===== src/sv/assert_macros.svh =====
// Assertion helper macros for the pad hit cluster builder RTL.
// Each macro expects signals clk and rst in the scope where it is used.
`ifndef ASSERT_MACROS_SVH
`define ASSERT_MACROS_SVH

// Same-cycle implication, checked at every rising clock edge outside reset.
`define ASSERT_IMPL(label, ante, cons) \
  label: assert property (@(posedge clk) disable iff (rst) (ante) |-> (cons)) \
    else $error("assertion failed: same-cycle implication");

// Next-cycle implication, checked at every rising clock edge outside reset.
`define ASSERT_NEXT(label, ante, cons) \
  label: assert property (@(posedge clk) disable iff (rst) (ante) |=> (cons)) \
    else $error("assertion failed: next-cycle implication");

`endif


===== src/sv/phcb_pkg.sv =====
// Shared types and constants of the pad hit cluster builder.
// No dependencies; used by the channel interfaces and the top level.
`timescale 1ns / 1ps
`default_nettype none

package phcb_pkg;

  // Cluster store depth and derived widths
  localparam int MAX_HITS = 64;
  localparam int IDX_W    = $clog2(MAX_HITS);
  localparam int CNT_W    = $clog2(MAX_HITS + 1);

  // Fixed field widths
  localparam int CH_W  = 8;
  localparam int PAD_W = 7;
  localparam int POS_W = 16;
  localparam int HIT_W = 7;

  // Exact position sums: one sign bit plus enough growth for MAX_HITS terms
  localparam int SUM_W = POS_W + IDX_W + 1;

  // Request codes
  localparam logic REQ_START  = 1'b0;
  localparam logic REQ_APPEND = 1'b1;

  // Result status codes
  typedef enum logic [1:0] {
    ST_OK     = 2'd0,
    ST_REJECT = 2'd1,
    ST_APART  = 2'd2,
    ST_FULL   = 2'd3
  } status_t;

  typedef struct packed {
    logic                    req_type;
    logic [CH_W-1:0]         chamber;
    logic [PAD_W-1:0]        pad_i;
    logic [PAD_W-1:0]        pad_j;
    logic signed [POS_W-1:0] pos_x;
    logic signed [POS_W-1:0] pos_y;
  } hit_item_t;

  typedef struct packed {
    status_t                 status;
    logic [HIT_W-1:0]        hit_count;
    logic signed [POS_W-1:0] centroid_x;
    logic signed [POS_W-1:0] centroid_y;
  } res_item_t;

endpackage

`default_nettype wire


===== src/sv/phcb_chan_if.sv =====
// Valid/ready channel interfaces for hit items and result items.
// Depends on phcb_pkg for the payload types.
`timescale 1ns / 1ps
`default_nettype none

interface phcb_hit_if;
  logic                 valid;
  logic                 ready;
  phcb_pkg::hit_item_t  data;

  modport source (output valid, output data, input ready);
  modport sink   (input valid, input data, output ready);
endinterface

interface phcb_res_if;
  logic                 valid;
  logic                 ready;
  phcb_pkg::res_item_t  data;

  modport source (output valid, output data, input ready);
  modport sink   (input valid, input data, output ready);
endinterface

`default_nettype wire


===== src/sv/pad_hit_cluster_builder.sv =====
// Pad hit cluster builder: top level with pad store, scan and shared divider.
// Depends on phcb_pkg, phcb_chan_if.sv and assert_macros.svh.
`timescale 1ns / 1ps
`default_nettype none
`include "assert_macros.svh"

// Builds one cluster of pad hits. A start item resets the cluster to its hit;
// an append item joins if it is in the cluster's chamber and within one pad
// in both i and j of some stored hit. Every item yields one result with the
// status, hit count and centroid (sums divided by count, truncated toward
// zero). The block takes one item at a time: hit.ready is high only while
// idle. A start or rejected append goes straight to the one-bit-per-cycle
// restoring divider, which is used first for x and then for y; the result
// is loaded into the output register from S_DONE once that register is
// free. An append that passes the chamber check first runs the adjacency
// scan, which reads the pad store one entry per cycle and stops on the
// first neighbor or after the last stored hit. A finished result waits in
// the output register while the next item is accepted and processed.
module pad_hit_cluster_builder (
  input  wire logic  clk,
  input  wire logic  rst,
  phcb_hit_if.sink   hit,
  phcb_res_if.source result
);
  import phcb_pkg::*;

  localparam int STEP_W = $clog2(SUM_W);

  typedef enum logic [4:0] {
    S_IDLE    = 5'b00001,
    S_SCAN    = 5'b00010,
    S_DIV_LD  = 5'b00100,
    S_DIV_RUN = 5'b01000,
    S_DONE    = 5'b10000
  } state_t;

  state_t                  state;

  // Cluster state
  logic [CH_W-1:0]         cluster_chamber;
  logic [CNT_W-1:0]        count;
  logic signed [SUM_W-1:0] sum_x;
  logic signed [SUM_W-1:0] sum_y;

  // Item being processed
  hit_item_t               item;
  status_t                 status;

  // Scan control
  logic [CNT_W-1:0]        scan_idx;
  logic                    cmp_vld;

  // Divider
  logic                    div_axis;
  logic                    div_neg;
  logic [SUM_W-1:0]        quo;
  logic [CNT_W-1:0]        rem;
  logic [STEP_W-1:0]       step;
  logic signed [POS_W-1:0] cent_x;
  logic signed [POS_W-1:0] cent_y;

  // Output register
  logic                    res_valid;
  res_item_t               res_data;

  // Pad store
  logic [2*PAD_W-1:0]      pad_mem [MAX_HITS];
  logic [2*PAD_W-1:0]      rd_data;
  logic                    pad_we;
  logic [IDX_W-1:0]        pad_wa;
  logic [2*PAD_W-1:0]      pad_wd;
  logic                    pad_re;
  logic [IDX_W-1:0]        pad_ra;

  function automatic logic pad_near(input logic [PAD_W-1:0] a, input logic [PAD_W-1:0] b);
    logic [PAD_W:0] d;
    d = {1'b0, a} - {1'b0, b};
    return (d == '0) || (d == (PAD_W+1)'(1)) || (d == '1);
  endfunction

  // Handshake
  logic hit_acc;
  logic res_free;
  logic res_load;
  assign hit.ready     = (state == S_IDLE);
  assign hit_acc       = hit.valid && hit.ready;
  assign res_free      = !res_valid || result.ready;
  assign res_load      = (state == S_DONE) && res_free;
  assign result.valid  = res_valid;
  assign result.data   = res_data;

  // Accept-cycle decisions
  logic start_req;
  logic quick_reject;
  assign start_req    = (hit.data.req_type == REQ_START);
  assign quick_reject = (count == '0) || (hit.data.chamber != cluster_chamber);

  // Scan: issue one store read per cycle, compare the registered entry
  logic scan_issue;
  logic scan_hit;
  logic scan_end;
  logic store_full;
  assign scan_issue = (state == S_SCAN) && (scan_idx < count);
  assign scan_hit   = (state == S_SCAN) && cmp_vld &&
                      pad_near(item.pad_i, rd_data[2*PAD_W-1:PAD_W]) &&
                      pad_near(item.pad_j, rd_data[PAD_W-1:0]);
  assign scan_end   = (state == S_SCAN) && !cmp_vld && !scan_issue;
  assign store_full = (count == CNT_W'(MAX_HITS));

  // Store port selection
  always_comb begin
    pad_re = scan_issue;
    pad_ra = scan_idx[IDX_W-1:0];
    if (state == S_IDLE) begin
      pad_we = hit_acc && start_req;
      pad_wa = '0;
      pad_wd = {hit.data.pad_i, hit.data.pad_j};
    end else begin
      pad_we = scan_hit && !store_full;
      pad_wa = count[IDX_W-1:0];
      pad_wd = {item.pad_i, item.pad_j};
    end
  end

  always_ff @(posedge clk) begin
    if (pad_we) begin
      pad_mem[pad_wa] <= pad_wd;
    end
    if (pad_re) begin
      rd_data <= pad_mem[pad_ra];
    end
  end

  // Shared divider step: restoring, one quotient bit per cycle
  logic signed [SUM_W-1:0] sum_sel;
  logic [SUM_W-1:0]        sum_mag;
  logic [CNT_W:0]          rem_sh;
  logic                    div_ge;
  logic [CNT_W-1:0]        rem_step;
  logic [SUM_W-1:0]        quo_step;
  logic [SUM_W-1:0]        quo_fix;
  logic signed [POS_W-1:0] mean;
  always_comb begin
    sum_sel  = div_axis ? sum_y : sum_x;
    sum_mag  = sum_sel[SUM_W-1] ? SUM_W'(-sum_sel) : SUM_W'(sum_sel);
    rem_sh   = {rem, quo[SUM_W-1]};
    div_ge   = (rem_sh >= {1'b0, count});
    rem_step = div_ge ? CNT_W'(rem_sh - {1'b0, count}) : rem_sh[CNT_W-1:0];
    quo_step = {quo[SUM_W-2:0], div_ge};
    quo_fix  = div_neg ? SUM_W'(SUM_W'(0) - quo_step) : quo_step;
    mean     = (count == '0) ? '0 : $signed(quo_fix[POS_W-1:0]);
  end

  // Sequencer
  always_ff @(posedge clk) begin
    if (rst) begin
      state           <= S_IDLE;
      cluster_chamber <= '0;
      count           <= '0;
      sum_x           <= '0;
      sum_y           <= '0;
      cmp_vld         <= 1'b0;
      res_valid       <= 1'b0;
    end else begin
      // Output item held until taken, reloaded when a result finishes
      res_valid <= res_load || (res_valid && !result.ready);
      unique case (state)
        S_IDLE: begin
          if (hit_acc) begin
            item     <= hit.data;
            div_axis <= 1'b0;
            scan_idx <= '0;
            cmp_vld  <= 1'b0;
            if (start_req) begin
              cluster_chamber <= hit.data.chamber;
              count           <= CNT_W'(1);
              sum_x           <= SUM_W'($signed(hit.data.pos_x));
              sum_y           <= SUM_W'($signed(hit.data.pos_y));
              status          <= ST_OK;
              state           <= S_DIV_LD;
            end else if (quick_reject) begin
              status <= ST_REJECT;
              state  <= S_DIV_LD;
            end else begin
              state <= S_SCAN;
            end
          end
        end
        S_SCAN: begin
          cmp_vld  <= scan_issue && !scan_hit;
          scan_idx <= scan_idx + CNT_W'(scan_issue);
          if (scan_hit) begin
            state <= S_DIV_LD;
            if (store_full) begin
              status <= ST_FULL;
            end else begin
              status <= ST_OK;
              count  <= count + CNT_W'(1);
              sum_x  <= sum_x + SUM_W'($signed(item.pos_x));
              sum_y  <= sum_y + SUM_W'($signed(item.pos_y));
            end
          end else if (scan_end) begin
            status <= ST_APART;
            state  <= S_DIV_LD;
          end
        end
        S_DIV_LD: begin
          quo     <= sum_mag;
          div_neg <= sum_sel[SUM_W-1];
          rem     <= '0;
          step    <= STEP_W'(SUM_W - 1);
          state   <= S_DIV_RUN;
        end
        S_DIV_RUN: begin
          quo  <= quo_step;
          rem  <= rem_step;
          step <= step - STEP_W'(1);
          if (step == '0) begin
            if (!div_axis) begin
              cent_x   <= mean;
              div_axis <= 1'b1;
              state    <= S_DIV_LD;
            end else begin
              cent_y <= mean;
              state  <= S_DONE;
            end
          end
        end
        S_DONE: begin
          if (res_free) begin
            res_data.status     <= status;
            res_data.hit_count  <= HIT_W'(count);
            res_data.centroid_x <= cent_x;
            res_data.centroid_y <= cent_y;
            state               <= S_IDLE;
          end
        end
        default: begin
          state <= S_IDLE;
        end
      endcase
    end
  end

  // Checks
  `ASSERT_IMPL(a_count_bound, 1'b1, count <= CNT_W'(MAX_HITS))
  `ASSERT_IMPL(a_scan_bound, state == S_SCAN, scan_idx <= count)
  `ASSERT_IMPL(a_full_status, res_load && (status == ST_FULL), store_full)
  `ASSERT_NEXT(a_ok_nonempty, res_load && (status == ST_OK),
               res_valid && (res_data.hit_count != '0))

endmodule

`default_nettype wire


===== src/flat_wrapper.sv =====
// flat-port wrapper written by rule: the top's interface ports become plain ports
module pad_hit_cluster_builder_flat import phcb_pkg::*;
  (clk, rst, hit_valid, hit_data, hit_ready, result_valid, result_data, result_ready);
  phcb_hit_if hit_i ();
  phcb_res_if result_i ();
  input  wire logic clk;
  input  wire logic rst;
  input wire logic [$bits(hit_i.valid)-1:0] hit_valid;
  input wire logic [$bits(hit_i.data)-1:0] hit_data;
  output wire logic [$bits(hit_i.ready)-1:0] hit_ready;
  output wire logic [$bits(result_i.valid)-1:0] result_valid;
  output wire logic [$bits(result_i.data)-1:0] result_data;
  input wire logic [$bits(result_i.ready)-1:0] result_ready;
  assign hit_i.valid = hit_valid;
  assign hit_i.data = hit_data;
  assign hit_ready = hit_i.ready;
  assign result_valid = result_i.valid;
  assign result_data = result_i.data;
  assign result_i.ready = result_ready;
  pad_hit_cluster_builder u_core (.clk(clk), .rst(rst), .hit(hit_i), .result(result_i));
endmodule

===== config.mk =====
export PLATFORM = sky130hd
export DESIGN_NAME = pad_hit_cluster_builder_flat
export DESIGN_NICKNAME = d
export VERILOG_FILES = /design/src/sv/phcb_pkg.sv /design/src/sv/phcb_chan_if.sv /design/src/sv/pad_hit_cluster_builder.sv /design/src/flat_wrapper.sv
export VERILOG_INCLUDE_DIRS = /design/src /design/src/sv
export SDC_FILE = /design/constraint.sdc
export NUM_CORES = 1
export LEC_CHECK = 0
export BUFFER_PORTS_ARGS = -buffer_cell sky130_fd_sc_hd__buf_2
export CAP_MARGIN = 0
export CORE_MARGIN = 2
export CORE_UTILIZATION = 67
export DETAILED_ROUTE_END_ITERATION = 8
export PLACE_DENSITY_LB_ADDON = 0.3
export SLEW_MARGIN = 25
export SYNTH_ARGS = -nofsm -noshare
export SYNTH_HDL_FRONTEND = slang
export SYNTH_SLANG_ARGS = --single-unit

===== constraint.sdc =====
create_clock -name clk -period 7.8 [get_ports clk]
set_clock_uncertainty 0.2 [all_clocks]
set_input_delay 0 -clock clk [delete_from_list [all_inputs] [get_ports clk]]
set_output_delay 0 -clock clk [all_outputs]
set_load 0.02 [all_outputs]

# [After elaboration in Yosys (flattened, before gate mapping)]
# Memory sizes are Yosys's and may differ from the RTL's. A register that Yosys moved wholly into a read port is not among the register bits.
# Index checks and enable logic that the tools add are counted.
[word_totals] ramBits=896 word_cells=154 mem_bits_ro=0 regBits=233 mem_count=1 latchBits=0 out_inout_bits=43
[classes] bitwise=3 n_div=0 mul=0 reduce_logical=45 shifts=0 n_eq_ne=19 n_addsub=10 n_lt_le_gt_ge=2 mux=50
[memory_table] name="u_core.pad_mem" words=64 width=14 rd=1 rd_clocked_by_memory_dff=1 wr=1 line="pad_hit_cluster_builder.sv:67" text="logic [2*PAD_W-1:0] pad_mem [MAX_HITS];"
[op_table] op="$mux W23" count=10
[op_table] op="$pmux W23 S2" count=3
[op_table] op="$add A23 B16 Y23" count=2
[op_table] op="$mux W7" count=6
[op_table] op="$pmux W7 S2" count=3
[op_table] op="$mux W5" count=7
[op_table] op="$mux W16" count=2
[op_table] op="$pmux W5 S5" count=1
[op_table] op="$neg A23 Y23" count=1
[op_table] op="$eq A8 B1 Y1 const B" count=2
[op_table] op="$eq A8 B8 Y1 const B" count=2
[op_table] op="$logic_not A8 Y1" count=2
[op_table] op="$reduce_and A4 Y1" count=4
[op_table] op="$sub A1 B16 Y16 const A" count=1
[op_table] op="$sub A7 B7 Y8" count=2
[op_table] op="$mux W14" count=1
[op_table] op="$logic_and A1 B1 Y1" count=12
[op_table] op="$mux W2" count=6
[op_table] op="$reduce_and A3 Y1" count=4
[op_table] op="$pmux W5 S2" count=1
[op_table] op="$reduce_and A5 Y1" count=2
[op_table] op="$ge A8 B7 Y1" count=1
[op_table] op="$ne A8 B8 Y1" count=1
[op_table] op="$add A7 B1 Y7" count=1
[op_table] op="26 further kinds" count=52

# [Logic depth before layout (Yosys ltp)]
# Gate-level depths: netlist (run 1).
[logic_depth] depth_word=10 mapped_depth=17

# [Worst setup path before layout (run 1)]
# Ideal clock, no wire load.
[synth_path] path_type="register to register" from="register u_core.state[2]" to="register u_core.quo[0] (enable)" setup_time_ns=0.527 path_buffers=0 t_arrival_ns=4.152 stages_incl_launch_ff=3 setup_slack_ns=2.921 period_less_slack_ns=4.879 t_required_ns=7.073 cell_sequence="dfxtp_1 -> xnor2_1 -> nor4b_1"
[synth_between] elab_chain_len=3 word_cells_on_any_way=4 cone_classes="eq/ne: 2; reduce/logical: 2"
[synth_rtl] item="start: declaration" line="pad_hit_cluster_builder.sv:37" text="state_t state;"
[synth_rtl] item="start signal: assignment" line="pad_hit_cluster_builder.sv:157" text="state <= S_IDLE;"
[synth_rtl] item="start signal: assignment" line="pad_hit_cluster_builder.sv:180" text="state <= S_DIV_LD;"
[synth_rtl] item="start signal: assignment" line="pad_hit_cluster_builder.sv:183" text="state <= S_DIV_LD;"
[synth_rtl] item="$eq A5 B3 Y1 / $eq A5 B4 Y1 (equally long branches)" line="pad_hit_cluster_builder.sv:167" text="unique case (state)"
[synth_rtl] item="$reduce_bool A2 Y1 (no line) *"
[synth_rtl] item="$reduce_and A2 Y1 (no line) *"
[synth_rtl] item="end signal: assignment" line="pad_hit_cluster_builder.sv:208" text="quo <= sum_mag;"
[synth_rtl] item="end signal: assignment" line="pad_hit_cluster_builder.sv:215" text="quo <= quo_step;"
[synth_rtl] item="end: declaration" line="pad_hit_cluster_builder.sv:56" text="logic [SUM_W-1:0] quo;"
# Mark *: on every way between the ends. The rest lies on a longest branch, timed or not.
# A chain may end at the register's enable or synchronous reset.

# [Worst setup path after layout (run 1)]
[layout_path] from="register u_core.item[39] in the netlist's numbering" to="memory u_core.pad_mem[35][4] in the netlist's numbering (enable)"
[layout_between] elab_chain_len=10 word_cells_on_any_way=12 cone_classes="add/sub: 1; eq/ne: 2; mux: 3; reduce/logical: 6"
[layout_rtl] item="start: declaration" line="pad_hit_cluster_builder.sv:46" text="hit_item_t item;"
[layout_rtl] item="start signal: assignment" line="pad_hit_cluster_builder.sv:170" text="item <= hit.data;"
[layout_rtl] item="$sub A7 B7 Y8 *" line="pad_hit_cluster_builder.sv:77" text="d = {1'b0, a} - {1'b0, b};"
[layout_rtl] item="$eq A8 B1 Y1 / $logic_not A8 Y1 (equally long branches)" line="pad_hit_cluster_builder.sv:78" text="return (d == '0) || (d == (PAD_W+1)'(1)) || (d == '1);"
[layout_rtl] item="$logic_or A1 B1 Y1" line="pad_hit_cluster_builder.sv:78"
[layout_rtl] item="$logic_or A1 B1 Y1 *" line="pad_hit_cluster_builder.sv:78"
[layout_rtl] item="$logic_and A1 B1 Y1 *" line="pad_hit_cluster_builder.sv:104" text="assign scan_hit = (state == S_SCAN) && cmp_vld &&"
[layout_rtl] item="$logic_and A1 B1 Y1 *" line="pad_hit_cluster_builder.sv:105" text="pad_near(item.pad_i, rd_data[2*PAD_W-1:PAD_W]) &&"
[layout_rtl] item="$logic_and A1 B1 Y1 *" line="pad_hit_cluster_builder.sv:119" text="pad_we = scan_hit && !store_full;"
[layout_rtl] item="$mux W1 *" line="pad_hit_cluster_builder.sv:114" text="if (state == S_IDLE) begin"
[layout_rtl] item="$mux W1 *" line="pad_hit_cluster_builder.sv:126" text="if (pad_we) begin"
[layout_rtl] item="$mux W1 (implied by the code) *" line="pad_hit_cluster_builder.sv:127" text="pad_mem[pad_wa] <= pad_wd;"
[layout_rtl] item="end: declaration" line="pad_hit_cluster_builder.sv:67"
# Marks and branches as above.

==> results of run 1 <==
-- state kept, by name (all words and copies together), names as in the netlist, 2 cells and up --
register and cells:
u_core.sum_y 23, u_core.sum_x 23, u_core.status 2, u_core.item 46, u_core.state 5, u_core.count 7
u_core.cent_y 16, u_core.rd_data 14, u_core.step 5, u_core.rem 7, u_core.quo 23, u_core.scan_idx 7
u_core.result.data 41, u_core.cent_x 16, u_core.cluster_chamber 8, u_core.pad_mem 896
-- metrics by stage --
| stage | hold WS [ps] | instance area, um2 |
|---|---|---|
| 2_1_floorplan | -101 | 48300 |
| 3_3_place_gp | -8.78 | 50300 |
| 3_5_place_dp | -5.96 | 50300 |
| 4_1_cts | 4.86 | 55100 |
| 5_1_grt | 36.7 | 55200 |
| 6_report | 30.0 | 55200 |
-- worst min-delay path, stage by stage --
cell           delay (ps)
dlygate4sd3_1         540
buf_2                 140
a21oi_1               120
a211oi_1               80
-- layout make-up --
cell class / instances / area share [%]
inverters: 55 / 0.374
clock inverters: 78 / 1.38
flip-flops and latches: 1143 / 61.0
repair buffers: 312 / 4.44
diodes: 3 / 0.0136
multi-input cells: 1417 / 25.5
well taps: 950 / 2.15
clock buffers: 127 / 5.14
-- metal layers --
| metal | up-vias | wire length [um] | GRT usage [%] |
|---|---|---|---|
| li1 | 11700 | - | - |
| met1 | 14600 | 47300 | 48.3 |
| met5 | - | 71 | 0 |
| met3 | 437 | 14100 | 7.46 |
| met2 | 2136 | 65400 | 59.5 |
| met4 | 10 | 7870 | 18.6 |
-- Yosys cell counts, drive strengths merged, types with 21 or more instances --
master	count
a21oi	97
mux2i	29
o21ai	67
inv	51
and3	21
mux4	294
a21o	34
o31ai	22
dfxtp	68
a211oi	25
nor2	181
nand3	25
edfxtp	1075
nor3	59
nand2	157
ha	79
xnor2	45
clkbuf	89
xor2	37
buf	46
-- report_power, final --
part | leakage (nW) | switching (mW) | internal (mW) | total, mW
Clock | 1.76 | 2.37 | 2.99 | 5.36
Combinational | 6.41 | 1.20 | 0.497 | 1.70
Sequential | 10.3 | 0.0686 | 7.14 | 7.21
Total | 18.4 | 3.65 | 10.6 | 14.3
-- final timing paths --
kind | from | slack [ps] | to
max reg2reg | u_core.item[39] | 2150 | u_core.pad_mem[35][4]
min | hit_data[21] | 30 | u_core.sum_x[5]
min reg2reg | u_core.cent_x[11] | 220 | u_core.result.data[27]
max | u_core.item[39] | 2150 | u_core.pad_mem[35][4]
-- logic make-up (layout without fill, tap and decap cells) --
| family | count (synthesis) | after routing |
|---|---|---|
| xor+xnor | 82 | 82 |
| simple gates | 561 | 561 |
| other cells | 0 | 3 |
| mux | 328 | 328 |
| buf+inv | 190 | 572 |
| flops | 1143 | 1143 |
| fa+ha+maj | 84 | 84 |
| compound gates | 362 | 362 |
==> flow_metrics.tcl, run 1 <==
set metrics [dict create \
    synthesis.area_um2 48300 \
    cp_slowest_cell "nand4_1" \
    finalMaxSlewViolations 0 \
    maxCapViolCount 0 \
    nFillCells 3711 \
    layout.nets 3182 \
    clk_pin_slew_worst_paths_ps 60 \
    initial_core_util_pct 67.6 \
    mostFrequentLayoutCell "edfxtp_1" \
    path_depth 14 \
    drt_iter0_drc 4547 \
    synth_flop_cell "edfxtp_1" \
    yosysWarnings 0 \
    relSlewSlack_pct 21.4 \
    grt_first_pass_wirelength_um 196000 \
    crit_arrival_ps 5840 \
    cts_num_sinks 1143 \
    worstPathMaxFanout 55 \
    synth_top_area_cell "edfxtp_1" \
    grtUsageTotal_pct 36.8 \
    fmax_ghz 0.177 \
    crit_path_cell_trace "inv_1, ha_1, inv_1, fa_1, a211oi_1, nor2_1, xnor2_1, a2111oi_0, a22o_2, and4_2, buf_4, nand4_1, nor2_1, buf_4" \
    wl_per_cell_um 33.0 \
    grt_setup_unrepaired "no" \
    layout_common_cells "edfxtp_1 (1075), mux4_2 (294), nor2_1 (169)" \
    vias 28900 \
    min_path_type "in -> reg" \
    start_kind "register" \
    layout_min_cycle_time_ps 5650 \
    hold_viol_final 0 \
    synth_seq_area_share_pct 69.6 \
    p_per_area_nw_per_um2 259 \
    rr_worst_depth 14 \
    cts_hold_buf 119 \
    fin_ws_ps 2150 \
    clock-root-buffer "clkbuf_16" \
    p_total_mw 14.3 \
    final_antenna_net_count 0 \
    cts_tree "built" \
    io_pins 102 \
    synth_nets 2893 \
    drc_errors 0 \
    status "completed" \
    yosysUniqueCellTypes 80 \
    crit_family "simple AND/OR/NAND/NOR gates" \
    p_leak_nw 18.4 \
    cp.required_ps 7990 \
    port_buffers 101 \
    dp.cells 3756 \
    cp-end-kind "register" \
    finalCritPeriodShare_pct 72.5 \
    die_w_um 273 \
    synth_compound_gate_area_share_pct 5.03 \
    cts_setup_buffers 0 \
    synth-edff-count 1075 \
    path_class "reg -> reg" \
    drive_gt1_share_pct 22.8 \
    setup_viol 0 \
    fin_setup_tns_ps 0 \
    critPathBufInv 4 \
    worstMarginPinSlew_ps 1180 \
    register_area_um2 33600 \
    ys_ff_latch 1143 \
    htreeDepth 3 \
    post-route-util_pct 77.2 \
    synth_mux_area_share_pct 14.4 \
    synth_area_leaders "edfxtp_1 (67%), mux4_2 (14%), dfxtp_1 (2.8%), ha_1 (2.0%), nor2_1 (1.4%)" \
    synth_cells 2750 \
    dieArea_um2 74300 \
    via_per_inst 7.08 \
    synth_top_family_by_area "multiplexers" \
    core_um2 71500 \
    multi_input_area_um2 14100 \
    cpPeakStageDelay_ps 1000 \
    rows 98 \
    synth_fa_ha_area_share_pct 2.25 \
    hold_depth 4 \
    final_cells 4085 \
    synth_top_area_share_pct 66.8 \
    avgSynthCellArea_um2 17.6 \
    drt_wl_total_um 135000 \
    async_reset_ff_share_pct 0 \
    synth-xor-area-share_pct 1.49 \
    place_hpwl_um 76100 \
    clk_latency_ps 700 \
    drt_pass1_iterations 8 \
    cts_resized 0 \
    gp_congestion 0.924 \
    peakVddDrop_v 0.000306 \
    overflow 0 \
    numCtsBuffers 110 \
    grt_max_degree 192 \
    grt_pass1_vias 28800 \
    pre_cts_slack_ps 2330 \
    clockBufferDepth 3 \
    die_y_um 273 \
    grt_antenna_before_repair 9 \
    area_delta_synth_final_pct 14.2 \
    yosys.area_share.simple_pct 5.50 \
]
Note: power is estimated with default switching activity, not from simulation.
==> run 2: changes to the inputs <==
--- a/config.mk
+++ b/config.mk
@@ -9,7 +9,7 @@
 export BUFFER_PORTS_ARGS = -buffer_cell sky130_fd_sc_hd__buf_2
 export CAP_MARGIN = 0
 export CORE_MARGIN = 2
-export CORE_UTILIZATION = 67
+export CORE_UTILIZATION = 63
 export DETAILED_ROUTE_END_ITERATION = 8
 export PLACE_DENSITY_LB_ADDON = 0.3
 export SLEW_MARGIN = 25
==> constraint.sdc (replaced) <==
create_clock -name clk -period 5.6 [get_ports clk]
set_clock_uncertainty 0.2 [all_clocks]
set_input_delay 0 -clock clk [delete_from_list [all_inputs] [get_ports clk]]
set_output_delay 0 -clock clk [all_outputs]
set_load 0.02 [all_outputs]
==> run 2 against run 1 <==
Combinational power up 37%. Wire length down 5.5%. Count of clock-buffer cells in the layout up 10. Utilization down 3.9 points. Critical path depth down 2. Maximum frequency up 12%. Via count down 1.8%. Die area up 6.3%. Cell count up 2.9%. Highest routed layer unchanged.
==> flow_metrics.tcl, run 2 (same netlist as run 1, synthesis figures left out) <==
set metrics [dict create \
    setup_viol 0 \
    final_antenna_net_count 0 \
    finalMaxSlewViolations 0 \
    worstReg2RegStart "u_core.count[4]" \
    path_class "reg -> reg" \
    layout_min_cycle_time_ps 5050 \
    die_y_um 281 \
    wl_per_cell_um 30.3 \
    drive_gt1_share_pct 22.9 \
    start_kind "register" \
    cts_setup_buffers 0 \
    crit_arrival_ps 5250 \
    cts_num_sinks 1143 \
    cts_hold_buf 131 \
    peakVddDrop_v 0.000403 \
    p_leak_nw 18.7 \
    maxCapViolCount 0 \
    drc_errors 0 \
    fin_setup_tns_ps 0 \
    grt_pass1_vias 28300 \
    fmax_ghz 0.198 \
    finalCritPeriodShare_pct 90.2 \
    die_w_um 281 \
    grt_setup_unrepaired "no" \
    layout.nets 3220 \
    clock-root-buffer "clkbuf_16" \
    place_hpwl_um 75000 \
    layout_common_cells "edfxtp_1 (1075), mux4_2 (294), nor2_1 (178)" \
    cp-end-kind "register" \
    dieArea_um2 78900 \
    clk_pin_slew_worst_paths_ps 60 \
    grtUsageTotal_pct 32.8 \
    relSlewSlack_pct 26.3 \
    cts_tree "built" \
    via_per_inst 6.75 \
    area_delta_synth_final_pct 15.2 \
    largest_register "u_core.pad_mem" \
    worstMarginPinSlew_ps 1100 \
    overflow 0 \
    numCtsBuffers 110 \
    drt_pass1_iterations 6 \
    core_um2 75900 \
    io_pins 102 \
    clk_latency_ps 710 \
    cp.required_ps 5800 \
    clockBufferDepth 3 \
    grt_antenna_before_repair 4 \
    status "completed" \
    p_per_area_nw_per_um2 358 \
    gp_congestion 1.01 \
    grt_max_degree 105 \
    drt_iter0_drc 3637 \
    crit_start "u_core.count[4]" \
    whs_ps 27.1 \
    initial_core_util_pct 63.6 \
    hold_viol_final 0 \
    grt_first_pass_wirelength_um 186000 \
    worstPathMaxFanout 11 \
    port_buffers 101 \
    rows 101 \
    min_path_type "in -> reg" \
    mostFrequentLayoutCell "edfxtp_1" \
    min_from "hit_data[20]" \
    cts_resized 0 \
    vias 28400 \
    htreeDepth 3 \
    largest_reg_flops 896 \
    drt_wl_total_um 127000 \
]
## run 2: cell type report
cell class,count,area [um2]
sequential,1143,33600
fill,4343,20300
multi-input combinational,1417,14000
clock buffer,137,2920
timing repair buffer,350,2780
tap,1030,1290
clock inverter,71,776
inverter,55,206
antenna,2,5.00
## run 2: report_power, final
group,switching [mW],total (mW),internal [mW]
sequential,0.0950,10.0,9.94
combinational,1.62,2.33,0.716
clock,3.23,7.55,4.32
## run 2: through the flow
| stage | utilization (%) | cell area, um2 | power (mW) | setup slack [ps] | cells |
|---|---|---|---|---|---|
| 6_report | 73.2 | 55600 | 19.9 | 547 | 4205 |
| 4_1_cts | 73.2 | 55600 | 19.9 | 711 | 4202 |
| 3_3_place_gp | 66.6 | 50600 | 12.3 | 896 | 3861 |
| 5_1_grt | 73.2 | 55600 | 20.4 | 365 | 4203 |
| 2_1_floorplan | - | 48300 | 11.5 | 721 | 2750 |
| 3_5_place_dp | 66.6 | 50600 | 12.4 | 780 | 3863 |
## run 2: worst max-delay path: stages (launching register included)
cell and delay (ps):
dfxtp_1 870, clkinv_1 810, ha_1 590, a21boi_0 160
o21ai_0 300, a21boi_2 200, or2_2 390, inv_1 210
ha_1 200, nand2b_1 120, o41ai_1 440, xor2_1 180
nor2_1 70
## run 2: layer usage
layer  up-vias  routed length (um)  GRT usage (%)
met1     14500               45700           43.2
met3       347               12500           5.92
met4         2                6910           15.7
met5         -                  12              0
met2      1779               62300           53.6
li1      11800                   -              -
## run 2: worst paths after layout
| check | to | slack, ps | cells past startpoint |
|---|---|---|---|
| worst max-delay path | u_core.cent_y[10] | 550 | 12 |
| worst min-delay path | u_core.sum_x[4] | 30 | 4 |
| worst max register to register | u_core.cent_y[10] | 550 | 12 |
| worst min register to register | u_core.result.data[7] | 220 | 0 |
